--- src/rtl/core/btwf_pkg.sv ---
`default_nettype none
package btwf_pkg;

  localparam logic [63:0] HI_WORD    = 64'hFFFF_FFFF_0000_0000;
  localparam logic [63:0] LOW_HALF   = 64'h0000_0000_FFFF_FFFF;
  localparam logic [63:0] BLOCK_STEP = 64'h0000_0001_0000_0000;

  typedef struct packed {
    logic [63:0] umin;
    logic [63:0] umax;
    logic [63:0] smin;
    logic [63:0] smax;
    logic [31:0] umin32;
    logic [31:0] umax32;
    logic [31:0] smin32;
    logic [31:0] smax32;
    logic [63:0] known_bits;
    logic [63:0] unknown_bits;
  } query_t;

  // one search task: 64-bit interval and 32-bit interval
  typedef struct packed {
    logic        en;
    logic [63:0] amin;
    logic [63:0] amax;
    logic [31:0] bmin;
    logic [31:0] bmax;
  } task_t;

  // one candidate probe: start point, ceiling and low-half window
  typedef struct packed {
    logic        en;
    logic [63:0] start;
    logic [63:0] ceil;
    logic [31:0] bmin;
    logic [31:0] bmax;
    logic        lift;
  } probe_t;

  function automatic logic [63:0] next_member(input logic [63:0] kv,
                                              input logic [63:0] km,
                                              input logic [63:0] z);
    logic [63:0] top;
    logic [63:0] d;
    logic [63:0] dk;
    logic [63:0] cm;
    logic [63:0] inc;
    top = kv | km;
    d   = z - kv;
    dk  = d & ~km;
    // mask of all bits at or below the highest set bit of dk
    cm = dk;
    cm = cm | (cm >> 1);
    cm = cm | (cm >> 2);
    cm = cm | (cm >> 4);
    cm = cm | (cm >> 8);
    cm = cm | (cm >> 16);
    cm = cm | (cm >> 32);
    inc = ((d | cm | ~km) + 64'd1) & km;
    if (z >= top) begin
      next_member = top;
    end else if (z < kv) begin
      next_member = kv;
    end else begin
      next_member = kv | inc;
    end
  endfunction

  function automatic logic [63:0] align_up(input logic [63:0] kv,
                                           input logic [63:0] km,
                                           input logic [63:0] w);
    if ((w & ~km) == kv) begin
      align_up = w;
    end else begin
      align_up = next_member(kv, km, w);
    end
  endfunction

endpackage
`default_nettype wire

--- src/rtl/core/btwf_probe.sv ---
`default_nettype none
// two-stage probe: align, optional lift to bmin and realign, then check
module btwf_probe (
  input  wire logic               clk,
  input  wire logic               adv,
  input  wire btwf_pkg::probe_t   pin,
  input  wire logic [63:0]        kv,
  input  wire logic [63:0]        km,
  output logic                    hit,
  output logic [63:0]             val
);
  import btwf_pkg::*;

  logic [63:0] w1;
  logic [63:0] w1_fix;
  logic [63:0] w2;
  logic [63:0] w3;
  probe_t      p1;
  probe_t      p2;
  logic [63:0] kv1;
  logic [63:0] km1;

  always_ff @(posedge clk) begin
    if (adv) begin
      w1  <= align_up(kv, km, pin.start);
      p1  <= pin;
      kv1 <= kv;
      km1 <= km;
    end
  end

  always_comb begin
    w1_fix = w1;
    if (p1.lift && (w1[31:0] < p1.bmin)) begin
      w1_fix = {w1[63:32], p1.bmin};
    end
    w2 = p1.lift ? align_up(kv1, km1, w1_fix) : w1;
  end

  always_ff @(posedge clk) begin
    if (adv) begin
      w3 <= w2;
      p2 <= p1;
    end
  end

  always_comb begin
    hit = p2.en && (w3 <= p2.ceil) && (w3[31:0] >= p2.bmin) && (w3[31:0] <= p2.bmax);
    val = w3;
  end

endmodule
`default_nettype wire

--- config.mk ---
export PLATFORM = sky130hd
export DESIGN_NAME = btwf_probe
export DESIGN_NICKNAME = d
export VERILOG_FILES = /design/src/rtl/core/btwf_pkg.sv /design/src/rtl/core/btwf_probe.sv
export SDC_FILE = /design/constraint.sdc
export NUM_CORES = 2
export LEC_CHECK = 0
export ABC_AREA = 1
export BUFFER_PORTS_ARGS = -buffer_cell sky130_fd_sc_hd__buf_2
export CORE_AREA = 5 5 315 317
export DETAILED_ROUTE_END_ITERATION = 12
export DIE_AREA = 0 0 320 322
export GPL_TIMING_DRIVEN = 0
export HOLD_SLACK_MARGIN = 0.1
export PLACE_DENSITY = 0.74
export SLEW_MARGIN = 5
export SYNTH_ARGS = -nofsm -noshare
export SYNTH_HDL_FRONTEND = slang
export SYNTH_SLANG_ARGS = --single-unit
--- constraint.sdc ---
create_clock -name clk -period 7.7 [get_ports clk]
set_clock_uncertainty 0.15 [all_clocks]
set_input_delay 0.77 -clock clk [delete_from_list [all_inputs] [get_ports clk]]
set_output_delay 0.77 -clock clk [all_outputs]
set_load 0.01 [all_outputs]
==> reports/results.ini <==
[grt]
use_met2_pct=75.2
first_global_vias=56700
grt.met3_usage_pct=11.7
met1_usage_pct=61.4
grt_overflow=0
antenna_found_initial=14
grt_first_pass_wirelength_mm=374
grt_use_total_pct=49.6
grt_busiest_layer=met2
grt_max_degree=134

[route]
dr.pass1.iters=7
final_antenna_net_count=0
viasPerCell=6.21
drc=0
totalWireLength_mm=268
vias=60400
drt-wirelength-per-cell_um=27.6
drtIter0Drc=10300

[floorplanning]
initial_core_util_pct=54.4
die_y_um=322
die_w_um=320
num_io_pins=389
core_area_sq_um=96000
die_area_sq_um=103000
num_rows=114

[timing]
finalCritPeriodShare_pct=102
hold_ws_ps=95.7
fin_setup_tns_ps=-729
worstMarginPinSlew_ps=1470
min_period_ps=7850
drv_slew=0
fmax_mhz=127
rsz0062_at_grt=true
relSlewSlack_pct=1.63
fin_ws_ps=-147
finalSetupViolations=10
finalHoldViolCount=0

[place]
dpl.cell_count=9593
dp_hpwl_mm=226
gp_congestion=1.18
port_buffers=388

[yosys]
ys_ff_latch=515
yosysTopAreaCellShare_pct=29.6
syn-num-nets=8667
yosysSeqAreaShare_pct=29.6
synthDistinctLibCells=74
syn_avg_cell_area_sq_um=6.59
synthCells=7924
syn_area_sq_um=52200
synth_edf_count=515
yosys_warnings=0
async_reset_ff_share_pct=0
synth_area_leaders=edfxtp_1 (30%), nand2_1 (17%), inv_1 (10%), ha_1 (10%), nor2_1 (6.6%)
ys.flop_type=edfxtp_1
synth_top_cell_by_area=edfxtp_1

[setup_path]
crit_type=reg -> reg
critPathCapture=val[26]
cp_common_cell=nand2_1
cp.depth=39
reg2reg_depth=39
worstSetupStartpointType=flip-flop
r2r_start=w1[26]
worstPathArrival_ps=8110
critical_path.slowest_cell=edfxtp_1
crit_family=simple AND/OR/NAND/NOR gates
path_buf_inv=3
crit_start=w1[26]
critical_path_required_ps=7960
reg2reg_slack_ps=-150
path_max_fanout=10
critPathMaxStageDelay_ps=590
worstReg2RegEnd=val[26]
critPathCaptureType=flip-flop

[power]
p_total_uw=10800
seqPwrFrac_pct=33.8
swShare_pct=44.2
p_sw_uw=4760
comb_power_share_pct=41.8
clkPwrFrac_pct=24.4
p_int_uw=6000
vdd_drop_max_uv=196
p_leak_uw=0.0320
power_density_nw_per_um2=185

[cells_and_area]
nets=9138
final_util_pct=60.5
n_fill_cell=8930
final_layout_size_suffix_gt1_share_pct=10.9
fin_cells=9725
syn_to_final_growth_pct=11.3

[worst_hold_path]
hold_path.class=in -> reg

[cts]
clockBufferDepth=3
cts_max_level=2
cts_tree=done
clock-sinks=515
clkSlewWorstSetupHoldPaths_ps=110
cts_made_buffers=52
cts_root_buf=clkbuf_16
insertion_delay_ps=670

[status]
outcome=finished, violations left
violations=capacitance limit, setup timing

[job]
max_cap_viol_count=2

==> flip-flops by register name (all words and copies together), names as in the netlist <==
signal,flops
km1,64
kv1,64
p1,130
p2,129
val,64
w1,64
==> worst min path at each step <==
| stage | startpoint | end | slack (ps) | depth (start not counted) |
|---|---|---|---|---|
| detailed placement | p1[24] | p2[24] | 250 | 0 |
| floorplan | p1[100] | p2[100] | 250 | 0 |
| finish | pin[91] | p1[91] | 100 | 1 |
| global placement | p1[29] | p2[29] | 250 | 0 |
| CTS | pin[91] | p1[91] | 110 | 1 |
| global route | pin[91] | p1[91] | 100 | 1 |
==> cell usage after synthesis (41+ instances only) <==
cell type     n
nand2_1    2384
inv_1      1400
nor2_1      922
nand3_1     568
edfxtp_1    515
ha_1        417
a21oi_1     378
nand4_1     233
nor3_1      119
o21ai_0     117
nor2_2       91
a211oi_1     83
xor2_1       65
nand2_2      62
nor2_4       49
and2_1       47
inv_2        45
clkbuf_1     42
nand3_2      41
==> worst reg2reg max path, delay by kind of cell (launching register included) <==
kind,cells,cell delay [ps]
AO/OA/AOI/OAI,4,1000
adder cells (fa/ha/maj),3,1060
buffers and inverters,3,570
flip-flops,1,590
AND/OR/NAND/NOR,29,4250
==> area by class of cell <==
cell class                 count  area [sq um]  share of cell area, %
inverter                    1452          5450                   9.38
timing repair buffer         417          2260                   3.89
buffer                        69           332                  0.571
clock inverter                33           377                  0.648
clock buffer                  61          1340                   2.30
sequential                   515         15500                   26.6
antenna                       14          35.0                 0.0603
multi-input combinational   5888         31300                   53.8
tap                         1276          1600                   2.75
==> layer usage <==
metal,vias up,wire [um]
li1,26700,-
met1,27400,93100
met2,5026,111000
met3,1271,36400
met4,4,27600
met5,-,26
==> power by group through the flow <==
stage | combinational, uW | clock [uW] | sequential, uW
2_1_floorplan | 2560 | 0 | 3540
3_3_place_gp | 4040 | 0 | 3680
3_5_place_dp | 4160 | 0 | 3660
6_report | 4500 | 2630 | 3640
4_1_cts | 4220 | 2600 | 3600
5_1_grt | 4760 | 2730 | 3630
==> what timing repair did <==
item	4_1_cts	5_1_grt
gates resized for setup	17	53
cloned	0	0
hold endpoints to repair	0	0
setup endpoints to repair	61	62
pin swaps	3	15
hold buffers	0	0
setup buffers	8	16
==> cells in the final DEF, fill, tap and decap left out, types with 10 or more instances in the layout <==
master	instances
xor2_1	65
buf_2	399
a211oi_1	83
inv_2	46
nand4_1	233
nor3b_1	12
nand2_2	70
nor2_2	92
or2_1	13
nor2_4	58
o21bai_1	25
clkinv_1	16
clkbuf_1	48
buf_4	26
nor3_1	118
a31oi_1	20
and2_1	40
ha_1	411
a21oi_1	373
nand2_4	11
nor2_1	912
nand4_2	14
o211ai_1	10
clkbuf_16	52
nand2_1	2376
diode_2	14
o21ai_0	117
nand3_1	566
nand3_2	43
o21ai_1	22
nor4_1	28
nand3b_1	24
edfxtp_1	515
or2_2	10
inv_1	1399
==> through the flow <==
step,setup WS [ps],cell area [sq um]
finish,-147,58100
global route,-229,58100
CTS,31.8,57700
detailed placement,-477,55900
global placement,-1410,55800
floorplan,2100,52200
==> cells by family (layout without fill, tap and decap cells) <==
group | after synthesis | after routing | share of synthesized area, %
AND/OR/NAND/NOR | 4678 | 4678 | 40.1
buffers and inverters | 1521 | 2032 | 11.0
AO/OA/AOI/OAI | 722 | 722 | 7.98
XOR/XNOR | 69 | 69 | 1.17
adder cells (fa/ha/maj) | 419 | 419 | 10.1
other | 0 | 14 | 0
flip-flops | 515 | 515 | 29.6
Power figures use the tool's default switching activity.
